==> src/rtl/lzfgd_pkg.sv <==
`timescale 1ns / 1ps

package lzfgd_pkg;

	localparam int WIN_DEPTH  = 1023;
	localparam int WIN_AW     = 10;
	localparam int COPY_DEPTH = 63;
	localparam int COPY_AW    = 6;

	localparam logic [7:0] FILL_RESET = 8'h20;

	localparam logic [1:0] ACT_NONE = 2'd0;
	localparam logic [1:0] ACT_LIT  = 2'd1;
	localparam logic [1:0] ACT_COPY = 2'd2;

	localparam logic [1:0] PH_HEAD   = 2'd0;
	localparam logic [1:0] PH_TOKEN  = 2'd1;
	localparam logic [1:0] PH_SECOND = 2'd2;

	localparam logic [2:0] FLAGS_DONE = 3'd7;

	typedef struct packed {
		logic accept;
		logic lit_out;
		logic rd_issue;
		logic emit;
		logic wb_rd;
		logic wb_wr;
	} lzfgd_cmd_t;

	typedef struct packed {
		logic [1:0] action;
		logic       len_zero;
		logic       out_free;
		logic       idx_last;
	} lzfgd_sts_t;

endpackage

==> src/rtl/lzfgd_ctrl.sv <==
`timescale 1ns / 1ps

module lzfgd_ctrl
	import lzfgd_pkg::*;
(
	input  logic       clk,
	input  logic       arst_n,
	input  logic       in_valid,
	output logic       in_ready,
	input  lzfgd_sts_t sts,
	output lzfgd_cmd_t cmd
);

	localparam logic [2:0] ST_IDLE  = 3'd0;
	localparam logic [2:0] ST_LIT   = 3'd1;
	localparam logic [2:0] ST_RD    = 3'd2;
	localparam logic [2:0] ST_EMIT  = 3'd3;
	localparam logic [2:0] ST_WB_RD = 3'd4;
	localparam logic [2:0] ST_WB_WR = 3'd5;

	logic [2:0] state_q;
	logic [2:0] state_d;

	assign in_ready = (state_q == ST_IDLE);

	always_comb begin
		cmd     = '0;
		state_d = state_q;
		case (state_q)
			ST_IDLE: begin
				if (in_valid) begin
					cmd.accept = 1'b1;
					case (sts.action)
						ACT_LIT:  state_d = ST_LIT;
						ACT_COPY: state_d = sts.len_zero ? ST_IDLE : ST_RD;
						default:  state_d = ST_IDLE;
					endcase
				end
			end
			ST_LIT: begin
				if (sts.out_free) begin
					cmd.lit_out = 1'b1;
					state_d     = ST_IDLE;
				end
			end
			ST_RD: begin
				cmd.rd_issue = 1'b1;
				state_d      = ST_EMIT;
			end
			ST_EMIT: begin
				if (sts.out_free) begin
					cmd.emit = 1'b1;
					state_d  = sts.idx_last ? ST_WB_RD : ST_RD;
				end
			end
			ST_WB_RD: begin
				cmd.wb_rd = 1'b1;
				state_d   = ST_WB_WR;
			end
			ST_WB_WR: begin
				cmd.wb_wr = 1'b1;
				state_d   = sts.idx_last ? ST_IDLE : ST_WB_RD;
			end
			default: begin
				state_d = ST_IDLE;
			end
		endcase
	end

	always_ff @(posedge clk or negedge arst_n) begin
		if (!arst_n) begin
			state_q <= ST_IDLE;
		end else begin
			state_q <= state_d;
		end
	end

endmodule

==> config.mk <==
export PLATFORM = sky130hd
export DESIGN_NAME = lzfgd_ctrl
export DESIGN_NICKNAME = d
export VERILOG_FILES = /design/src/rtl/lzfgd_pkg.sv /design/src/rtl/lzfgd_ctrl.sv
export SDC_FILE = /design/constraint.sdc
export NUM_CORES = 1
export LEC_CHECK = 0
export BUFFER_PORTS_ARGS = -buffer_cell sky130_fd_sc_hd__clkbuf_2
export CORE_AREA = 2 2 39 41
export CTS_CLUSTER_DIAMETER = 100
export DETAILED_ROUTE_END_ITERATION = 6
export DIE_AREA = 0 0 41 43
export HOLD_SLACK_MARGIN = 0.08
export SYNTH_ARGS = -nofsm -noshare
export SYNTH_HDL_FRONTEND = slang
export SYNTH_SLANG_ARGS = --single-unit
==> constraint.sdc <==
create_clock -name clk -period 1 [get_ports clk]
set_input_delay 0 -clock clk [delete_from_list [all_inputs] [get_ports clk]]
set_output_delay 0 -clock clk [all_outputs]
set_load 0.03 [all_outputs]
# After elaboration in Yosys (flattened, before gate mapping)
# Cells that the tools add are included.
# word_totals
regBits	3
latchBits	0
mem_bits_rw	0
romBits	0
in_bits	8
word_cells	29
memories	0
# op_classes
add_sub_neg	0
mul	0
n_div	0
n_lt_le_gt_ge	0
n_eq_ne	10
n_shift	0
muxes	16
bitwise	0
n_reduce_logical	2
# ops
cell	count
3-bit one-hot mux with 6 select lines	1
3-bit two-way mux	5
1-bit two-way mux	8
3-bit by 2-bit equality test with 1-bit output, second input constant	2
3-bit equality test, second input constant	2
2-bit inequality test, second input constant	3
2-bit one-hot mux with 2 select lines	1
3-bit by 1-bit equality test with 1-bit output, second input constant	1
3-bit zero test	1
3-bit AND reduction	1
2-bit by 1-bit equality test with 1-bit output, second input constant	1
2-bit equality test, second input constant	1
2-bit two-way mux	1

# Logic depth before layout (Yosys ltp)
# Gate-level depths: netlist of the first run.
# depth
ltp_word	4
depth_mapped	3

# Worst setup path after synthesis of the first run
# OpenSTA, ideal clock, no wires.
# synth_path
kind	reg-to-output
startpoint	reg state_q[2]
endpoint	out cmd[5] (netlist bit)
t_arrival_ns	1.335
t_required_ns	1.000
setup_slack_ns	-0.335
stages_incl_launch_ff	3
path_buffers	0
cell_sequence	dfrtp_1 nor3_2 and2_1
# synth_rtl
item	line	source
from (decl)	lzfgd_ctrl.sv:21	logic [2:0] state_q;
from (signal assigned)	lzfgd_ctrl.sv:74	state_q <= state_d;
to (decl)	lzfgd_ctrl.sv:11	output lzfgd_cmd_t cmd

==> key figures, run 1 <==
STA
  – Slew Viols, Final: 0
  – Least-Margin Pin Slew: 0.2292 ns
  – Skew final: between 0.002 and 0.003 ns
  – Final count of negative-setup-slack endpoints: 8
  – RSZ-0062 raised after global routing: true
  – Setup TNS: -0.9446 ns
  – Final Hold Viols: 0
  – Final Critical Period: approximately 1.2 ns
  – Final worst slack: -0.2012 ns
  – Final worst-path cycle share: 1.201
  – Maximum clock rate: 832.5 MHz
  – Max-slew headroom: 0.8467

Placed design
  – Dpl cells: 56
  – DP HPWL: roughly 430 um
  – Area after DPL: about 330 um2
  – Port Buffers: 14
  – GPL Wtd Cong: ~0.67

Final layout
  – Post-route non-filler standard cell count: 74
  – Layout cells sized above 1: 0.6897
  – Post-route cell area: just over 600 um2
  – Antenna cells: 0
  – Core Util, Final: 0.4367
  – NumNets Final: 67
  – Top Registers: state_q: 3 flops
  – Register bank with the most flops: state_q
  – Largest register FFs: 3
  – Layout filler cell count: approximately 130
  – Area growth syn-to-layout: 179.2%

Global route
  – Initial antenna violation count: 0
  – Total GRT Usage: 0.1057
  – GRT overflow: 0
  – Largest net degree at the start of global routing: 6
  – Global-route wire length before repair: roughly 1200 um
  – Vias in the first global route: 329

Synth
  – Mapped Nets: 32
  – Synth Flop Type: dfrtp_1
  – Ys async rst share: 1.000
  – EDFF count, synth: 0
  – Sequential area share after synthesis: 0.3468
  – Syn_area_per_cell: between 9 and 10 um2
  – Commonest cells post-synth: 4 x nor2_1, 3 x dfrtp_1, 2 x and2_1, 2 x nand2b_1
  – Cell with the most instances after synthesis: nor2_1
  – Syn Std Cell Area: roughly 220 um2
  – Post-synthesis register bit count: 3
  – Synth area leaders: dfrtp_1 35%, a221oi_2 6.9%, nor2_1 6.9%
  – Post-synth top area cell: dfrtp_1
  – Distinct cell type count of the synthesized netlist: 17
  – Ys Warns: 0
  – Synthesized instance count: 24
  – Yosys top cell area share: 0.3468

Setup path
  – Worst Path Buf+Inv: 1
  – Crit-path max FO: 5
  – Nature of the critical path endpoint: primary output
  – Crit path largest cell delay: around 0.44 ns
  – Worst path slowest cell: dfrtp_2
  – Worst Path Class, Setup: flop to primary output
  – Reg2reg start: state_q[0]
  – Crit path max-delay family: flip-flops
  – Worst-path cell chain: nor3_4, and2_4, buf_8
  – CP Launch Type: flop
  – Reg2reg end: state_q[0]
  – WP data arrival: 1.20 ns
  – Worst r2r path cells: 3
  – R2R Setup Slk: -0.02 ns
  – Crit. path cell count: 3
  – Required @ worst endpoint: 1.00 ns

Routing
  – Final WL: between 700 and 800 um
  – Initial DRC Count: 1
  – Routed len/inst: 10.70 um
  – Antenna Nets Post-Route: 0
  – # DRC: 0
  – Via density: just over 4
  – First drt pass iteration count: 2
  – Routed vias: roughly 300

Clocking
  – TritonCTS clock tree: done
  – Worst-skew pair later-pin latency: about 0.23 ns
  – CTS Root Cell: clkbuf_4
  – Clock sink count: 3
  – Clk slew on worst S/H paths: around 0.040 ns
  – CTS Buf Count: 3
  – H-tree levels: 1
  – CTS Buffer Depth: 2

Run
  – Max cap viols: 0

Floorplan
  – Die Wd: between 40 and 50 um
  – Initial Util: 0.1564
  – Die area: roughly 1800 um2
  – Io pins: 15
  – Core Footprint: 1384 um2
  – Num rows: 14
  – Chip height: between 40 and 50 um

Run status
  – Status: complete, but fails checks
  – Failing checks: setup timing

Power
  – Overall power: around 1700 uW
  – VDD IR max: about 0.0015 V
  – Pleak: roughly 0.00026 uW
  – Pwr dens: 2747 nW/um2

Min path
  – Worst hold path type: input pin to asynchronous set/reset pin
[worst register-to-register path, cell delays in order, from the launching register on]
cell	delay, ns
dfrtp_2	0.45
buf_6	0.14
o21a_1	0.17
a221oi_2	0.16
[power by group]
group	total (uW)	leakage [uW]	internal, uW	switching, uW
clock network	214	0.0000150	150	64.2
logic	1170	0.000211	663	503
registers	280	0.0000348	176	104
total	1660	0.000261	989	672
[per-stage QoR]
stage	setup WS, ns	hold slack, ns
CTS	-0.2204	0.09263
floorplan	-0.1663	-0.2956
detailed placement	-0.04059	-0.2006
global placement	-0.04635	-0.1998
finish	-0.2012	0.09823
global route	-0.2594	0.1122
[logic make-up (layout without fill, tap and decap cells)]
kind of cell / count (synthesis) / count (layout) / synth area share
buffers and inverters: 2 / 36 / 0.06934
DFF: 3 / 3 / 0.3468
and+or+nand+nor: 15 / 15 / 0.4103
AOI/OAI and AO/OA: 4 / 4 / 0.1734
[cell type report]
cell class              instances  area (um2)  share of cell area
inverters                       1       3.754            0.006211
repair buffers                 31       294.0              0.4865
clock buffers                   4       26.28             0.04348
multi-input cells              19       181.4              0.3002
well taps                      16       20.02             0.03313
flip-flops and latches          3       78.83              0.1304
[layer usage]
| metal | GRT usage | vias to the layer above | wire length [um] |
|---|---|---|---|
| met5 | 0 | - | 0 |
| met2 | 0.1688 | 8 | 472 |
| met3 | 0.01571 | 0 | 23 |
| met1 | 0.1071 | 142 | 296 |
| met4 | 0.1000 | 0 | 0 |
| li1 | - | 154 | - |
[cells in the final DEF, fill, tap and decap left out, drive strengths merged]
cell type,n
a221oi,1
and2,2
and3,1
buf,15
clkbuf,12
dfrtp,3
dlygate4sd3,8
inv,1
nand2,1
nand2b,2
nand3,1
nand3b,1
nand4bb,1
nor2,4
nor3,2
o21a,1
o22ai,1
o32ai,1
[what timing repair did]
action | in CTS | in global routing
buffers inserted | 7 | 0
setup endpoints to repair | 8 | 9
resized for setup | 19 | 20
hold endpoints to repair | 6 | 0
pin swaps | 2 | 3
hold buffers | 8 | 0
[how the worst max path moves through the flow]
stage                   to        from
floorplan           cmd[5]  state_q[1]
global placement    cmd[5]  state_q[0]
detailed placement  cmd[5]  state_q[0]
CTS                 cmd[5]  state_q[2]
global route        cmd[5]  state_q[0]
finish              cmd[5]  state_q[2]
Note: power is estimated with default switching activity, not from simulation.
==> run 2, diff against run 1 <==
==> constraint.sdc (replaced) <==
create_clock -name clk -period 1 [get_ports clk]
set_input_delay 0.1 -clock clk [delete_from_list [all_inputs] [get_ports clk]]
set_output_delay 0.1 -clock clk [all_outputs]
set_load 0.03 [all_outputs]
==> run 2 against run 1 <==
Net effect:
- the flow still finishes with violations (setup timing)
- cell count down 2.7%
- non-clock buffer count down 2
- worst hold slack improved by 0.017 ns
- clock power shrank 3%
- wire length down 5.3%
- total power is 7.6% higher
- die area unchanged
- sequential power down 4%
- combinational power up 12%
- utilization rose by 0.090 points
- sequential share of layout area is essentially flat
- global-route usage fell by 1.3 points
- largest power group unchanged
==> key figures, run 2 (same netlist as run 1, synthesis figures left out) <==
Power
  – VDD IR max: 0.001635 V (+6.4%)
  – Reg power frac: 0.151 (-0.018)
  – Sw frac: 0.4014 (-0.003206)
  – Pleak: 0.0002655 uW (+1.8%)
  – Clock power frac: 0.116 (-0.013)
  – Overall power: 1786 uW (+7.6%)
  – Internal Power: 1069 uW (+8.2%)
  – Net switching power: 717.0 uW (+6.7%)
  – Pwr dens: 2950 nW/um2 (+7.4%)
  – Combinational power share: 0.733 (+0.031)

Final layout
  – Register bank with the most flops: state_q
  – Most frequent cells in the layout: 11 x buf_6, 7 x clkbuf_2, 7 x buf_4
  – Footprint of the multi-input gates: 211.5 um2 (+17%)
  – Antenna cells: 0 (unchanged)
  – Largest register FFs: 3 (unchanged)
  – Most common cell after layout, fill and taps aside: buf_6
  – Area growth syn-to-layout: 179.8%
  – Layout filler cell count: 150 (+14%)
  – Post-route non-filler standard cell count: 72 (-2.7%)
  – Top Registers: state_q: 3 flops
  – NumNets Final: 65 (-3.0%)
  – Layout cells sized above 1: 0.8214 (+0.1318)
  – Reg area: 78.83 um2 (unchanged)

Routing
  – Antenna Nets Post-Route: 0 (unchanged)
  – Routed len/inst: 10.42 um (-2.7%)
  – Final WL: 750 um (-5.3%)
  – # DRC: 0 (unchanged)
  – Initial DRC Count: 0 (-1)
  – Routed vias: 296 (-2.6%)
  – First drt pass iteration count: 1 (-1)
  – Via density: 4.111 (about the same)

Setup path
  – Crit-path max FO: 4 (-1)
  – Worst r2r path cells: 4 (+1)
  – Crit. Startpoint: state_q[0]
  – Worst Path Class, Setup: flop to primary output
  – Nature of the critical path endpoint: primary output
  – Reg2reg start: state_q[0]
  – Reg2reg end: state_q[0]
  – Crit path capture: cmd[5]
  – Required @ worst endpoint: 0.90 ns (-0.10 ns)
  – WP data arrival: 1.19 ns (about the same)
  – CP Launch Type: flop
  – R2R Setup Slk: -0.15 ns (-0.13 ns)

Clocking
  – H-tree levels: 1 (unchanged)
  – CTS Buf Count: 3 (unchanged)
  – TritonCTS clock tree: done
  – Clock sink count: 3 (unchanged)
  – Worst-skew pair later-pin latency: 0.23 ns (about the same)
  – CTS Root Cell: clkbuf_4
  – CTS Buffer Depth: 2 (unchanged)
  – Clk slew on worst S/H paths: 0.04 ns (about the same)

STA
  – Maximum clock rate: 774.6 MHz (-6.9%)
  – Final worst slack: -0.2910 ns (-0.08972 ns)
  – Final Critical Period: 1.291 ns (+0.08972 ns)
  – RSZ-0062 raised after global routing: true
  – Slew Viols, Final: 0 (unchanged)
  – Final worst-path cycle share: 1.291 (+0.08972)
  – Final count of negative-setup-slack endpoints: 10 (+2)
  – Final Hold Viols: 0 (unchanged)
  – Skew final: 0.0008527 ns (-0.001842 ns)
  – Least-Margin Pin Slew: 0.2039 ns (-0.02531 ns)
  – Max-slew headroom: 0.8637 (+0.01702)
  – Hold_ws: 0.1156 ns (+0.01741 ns)

Global route
  – Largest net degree at the start of global routing: 6 (unchanged)
  – Vias in the first global route: 265 (-19%)
  – GRT overflow: 0 (unchanged)
  – Global-route wire length before repair: 1076 um (-9.8%)
  – Total GRT Usage: 0.09256 (-0.01318)
  – Initial antenna violation count: 0 (unchanged)

Floorplan
  – Io pins: 15 (unchanged)
  – Num rows: 14 (unchanged)
  – Die Wd: 41 um (unchanged)
  – Core Footprint: 1384 um2 (unchanged)
  – Initial Util: 0.1564 (unchanged)
  – Die area: 1763 um2 (unchanged)
  – Chip height: 43 um (unchanged)

Run status
  – Failing checks: setup timing
  – Status: complete, but fails checks

Run
  – Max cap viols: 0 (unchanged)

Placed design
  – Dpl cells: 61 (+8.9%)
  – DP HPWL: 475.1 um (+10%)
  – GPL Wtd Cong: 0.7179 (+7.1%)
  – Port Buffers: 14 (unchanged)

Min path
  – Worst hold path type: input pin to flop
[run 2: changes by cell type in the layout (fill, tap and decap cells not counted), sizes merged]
cell / previous run / this run
dlygate4sd3: 8 / 1
buf: 15 / 20
[run 2: repair_timing]
item / in CTS / in global routing
endpoints found under the setup margin: 10 / 10
gates resized for setup: 17 / 22
buffers inserted: 3 / 4
hold endpoints to repair: 3 / 0
hold buffers: 1 / 0
pin swaps: 4 / 6
[run 2: cell type report]
class	count	area share
Sequential cell	3	0.1302
Multi-Input combinational cell	19	0.3492
Tap cell	16	0.03306
Clock buffer	4	0.04339
Inverter	1	0.006198
Timing Repair Buffer	29	0.4380
[run 2: per-layer routing]
metal | global-route usage | up-vias | part of all wire
met5 | 0 | - | 0
met4 | 0.02000 | 0 | 0
met3 | 0.04712 | 0 | 0.045
met2 | 0.1438 | 8 | 0.58
met1 | 0.1100 | 135 | 0.37
li1 | - | 153 | -
[run 2: power groups by stage]
stage | logic, uW | registers [uW] | clock network [uW]
2_1_floorplan | 523 | 231 | 0
3_3_place_gp | 787 | 239 | 0
3_5_place_dp | 789 | 243 | 0
4_1_cts | 1030 | 257 | 217
5_1_grt | 1390 | 274 | 233
6_report | 1310 | 269 | 208
[run 2: critical path, cell delays in order (launching register included)]
cell and delay, ns:
dfrtp_2 0.44, nor3_4 0.23, and2_4 0.18, buf_8 0.11
[run 2: worst min-delay path by stage]
stage / from / to / slack [ns] / cells past startpoint
floorplan: arst_n / state_q[0] / -0.20 / 0
global placement: arst_n / state_q[0] / -0.10 / 1
detailed placement: arst_n / state_q[0] / -0.1 / 1
CTS: sts[1] / state_q[0] / 0.11 / 2
global route: sts[1] / state_q[0] / 0.12 / 2
finish: sts[1] / state_q[0] / 0.12 / 2
[run 2: metrics by stage]
step	utilization	setup slack, ns	area [um2]	TNS, ns
2_1_floorplan	-	-0.1776	250.2	-0.4797
3_3_place_gp	0.2812	-0.1027	389.1	-0.5601
3_5_place_dp	0.2812	-0.1110	389.1	-0.7070
4_1_cts	0.3653	-0.3070	505.5	-2.306
5_1_grt	0.4376	-0.3485	605.6	-2.480
6_report	0.4376	-0.2910	605.6	-2.005
==> run 3, diff against run 2 <==
Clock period 1 ns to 1.4 ns, I/O delays scaled along.
==> run 3 against run 2 <==
Net effect:
- the flow now finishes without violations
- largest cell class is now multi-input gates
- flip-flop and latch count stayed put
- non-clock buffer count down 10
- clock skew is 0.00074 ns lower
==> key figures, run 3 (same netlist as run 1, synthesis figures left out) <==
Run status
  – Status: complete, no violations

Floorplan
  – Io pins: 15 (unchanged)
  – Num rows: 14 (unchanged)
  – Core Footprint: 1384 um2 (unchanged)
  – Chip height: 43 um (unchanged)
  – Die area: 1763 um2 (unchanged)
  – Initial Util: 0.1564 (unchanged)
  – Die Wd: 41 um (unchanged)

STA
  – Final Hold Viols: 0 (unchanged)
  – Maximum clock rate: around 750 MHz
  – Slew Viols, Final: 0 (unchanged)
  – Skew final: 0.0001151 ns (-0.0007376 ns)
  – Final worst-path cycle share: 0.9580
  – Max-slew headroom: 0.8462 (-0.01758)
  – Least-Margin Pin Slew: 0.2308 ns (+0.02687 ns)
  – Final Critical Period: approximately 1.3 ns
  – Final count of negative-setup-slack endpoints: 0 (-10)
  – Final worst slack: 0.05880 ns (+0.3498 ns)

Setup path
  – Worst r2r path cells: 4 (unchanged)
  – Required @ worst endpoint: 1.26 ns (+0.36 ns)
  – WP data arrival: 1.20 ns (about the same)
  – Worst path slowest cell: dfrtp_1
  – Crit-path max FO: 5 (+1)
  – CP Launch Type: flop
  – Crit path largest cell delay: 0.44 ns (about the same)
  – Crit path max-delay family: flip-flops
  – Worst Path Buf+Inv: 1 (unchanged)
  – Nature of the critical path endpoint: primary output
  – Worst-path cell chain: nor3_4, and2_1, clkbuf_4
  – Worst Path Class, Setup: flop to primary output
  – Crit. path cell count: 3 (unchanged)

Global route
  – Vias in the first global route: 235 (-11%)
  – Total GRT Usage: 0.09164 (-0.0009138)
  – Initial antenna violation count: 0 (unchanged)
  – Largest net degree at the start of global routing: 7 (+1)
  – Global-route wire length before repair: 959 um (-11%)
  – GRT overflow: 0 (unchanged)

Placed design
  – Setup slack at placement: 0.1944 ns (+0.3054 ns)
  – DP HPWL: 433.2 um (-8.8%)
  – Area after DPL: 301.5 um2 (-23%)
  – Dpl cells: 53 (-13%)
  – Port Buffers: 14 (unchanged)
  – GPL Wtd Cong: 0.7356 (+2.5%)

Clocking
  – CTS Buf Count: 3 (unchanged)
  – TritonCTS clock tree: done
  – CTS Buffer Depth: 2 (unchanged)
  – CTS Root Cell: clkbuf_4
  – H-tree levels: 1 (unchanged)
  – Worst-skew pair later-pin latency: 0.24 ns (about the same)
  – Clk slew on worst S/H paths: 0.04 ns (about the same)
  – Clock sink count: 3 (unchanged)

Power
  – Pwr dens: 2206 nW/um2 (-25%)
  – Pleak: 0.0001854 uW (-30%)
  – Overall power: 844.7 uW (-53%)
  – VDD IR max: 0.0006804 V (-58%)

Final layout
  – Post-route non-filler standard cell count: 62 (-14%)
  – Largest register FFs: 3 (unchanged)
  – Post-route cell area: 382.9 um2 (-37%)
  – Top Registers: state_q: 3 flops
  – NumNets Final: 55 (-15%)
  – Register bank with the most flops: state_q
  – Antenna cells: 0 (unchanged)
  – Most frequent cells in the layout: 9 x clkbuf_2, 6 x buf_4, 5 x clkbuf_4
  – Most common cell after layout, fill and taps aside: clkbuf_2
  – Area growth syn-to-layout: 76.88%
  – Layout cells sized above 1: 0.5652 (-0.2562)

Min path
  – Hold path depth: 2 (unchanged)
  – Worst hold path type: input pin to flop

Routing
  – Routed len/inst: 10.06 um (-3.4%)
  – First drt pass iteration count: 2 (+1)
  – Routed vias: 252 (-15%)
  – Via density: 4.065 (-1.1%)
  – Final WL: 624 um (-17%)
  – # DRC: 0 (unchanged)
  – Initial DRC Count: 1 (+1)
  – Antenna Nets Post-Route: 0 (unchanged)

Run
  – Max cap viols: 0 (unchanged)
## run 3: timing repair
| item | 4_1_cts | 5_1_grt |
|---|---|---|
| gates resized for setup | 3 | 9 |
| pin swaps | 1 | 0 |
| setup buffers | 4 | 0 |
| hold buffers | 1 | 0 |
| endpoints found under the hold margin | 3 | 0 |
| gates cloned | 0 | 0 |
| endpoints found under the setup margin | 3 | 3 |
## run 3: area by class of cell
cell class / instances / area [um2]
multi-input combinational: 19 / 135.1
clock buffer: 4 / 26.28
fill: 152 / 1001
timing repair buffer: 19 / 120.1
inverter: 1 / 3.754
tap: 16 / 20.02
sequential: 3 / 77.57
## run 3: power breakdown
part	leakage (uW)	switching (uW)	internal [uW]
combinational	0.000134	265	238
clock	0.0000150	47.9	107
sequential	0.0000362	62.4	124
## run 3: stage by stage
| stage | hold slack, ns | util | TNS [ns] |
|---|---|---|---|
| 5_1_grt | 0.1559 | 0.2767 | -0.01613 |
| 6_report | 0.1424 | 0.2767 | 0 |
| 3_3_place_gp | -0.06104 | 0.2179 | 0 |
| 4_1_cts | 0.1262 | 0.2703 | 0 |
| 3_5_place_dp | -0.05811 | 0.2179 | 0 |
| 2_1_floorplan | -0.1556 | - | 0 |
## run 3: routing by layer
layer	wire (um)	share of wire	vias up	global-route usage
li1	-	-	130	-
met1	242	0.39	111	0.09416
met2	327	0.52	9	0.1188
met3	35	0.056	2	0.03141
met4	19	0.030	0	0.1200
met5	0	0	-	0
## run 3: path summary, 6_finish.rpt
kind,start,to,slack (ns)
setup / recovery,state_q[1],cmd[5],0.06
hold / removal,sts[1],state_q[0],0.14
setup reg to reg,state_q[1],state_q[0],0.32
hold reg to reg,state_q[2],state_q[1],0.58
max in group asynchronous,arst_n,state_q[0],1.04
min in group asynchronous,arst_n,state_q[1],0.24
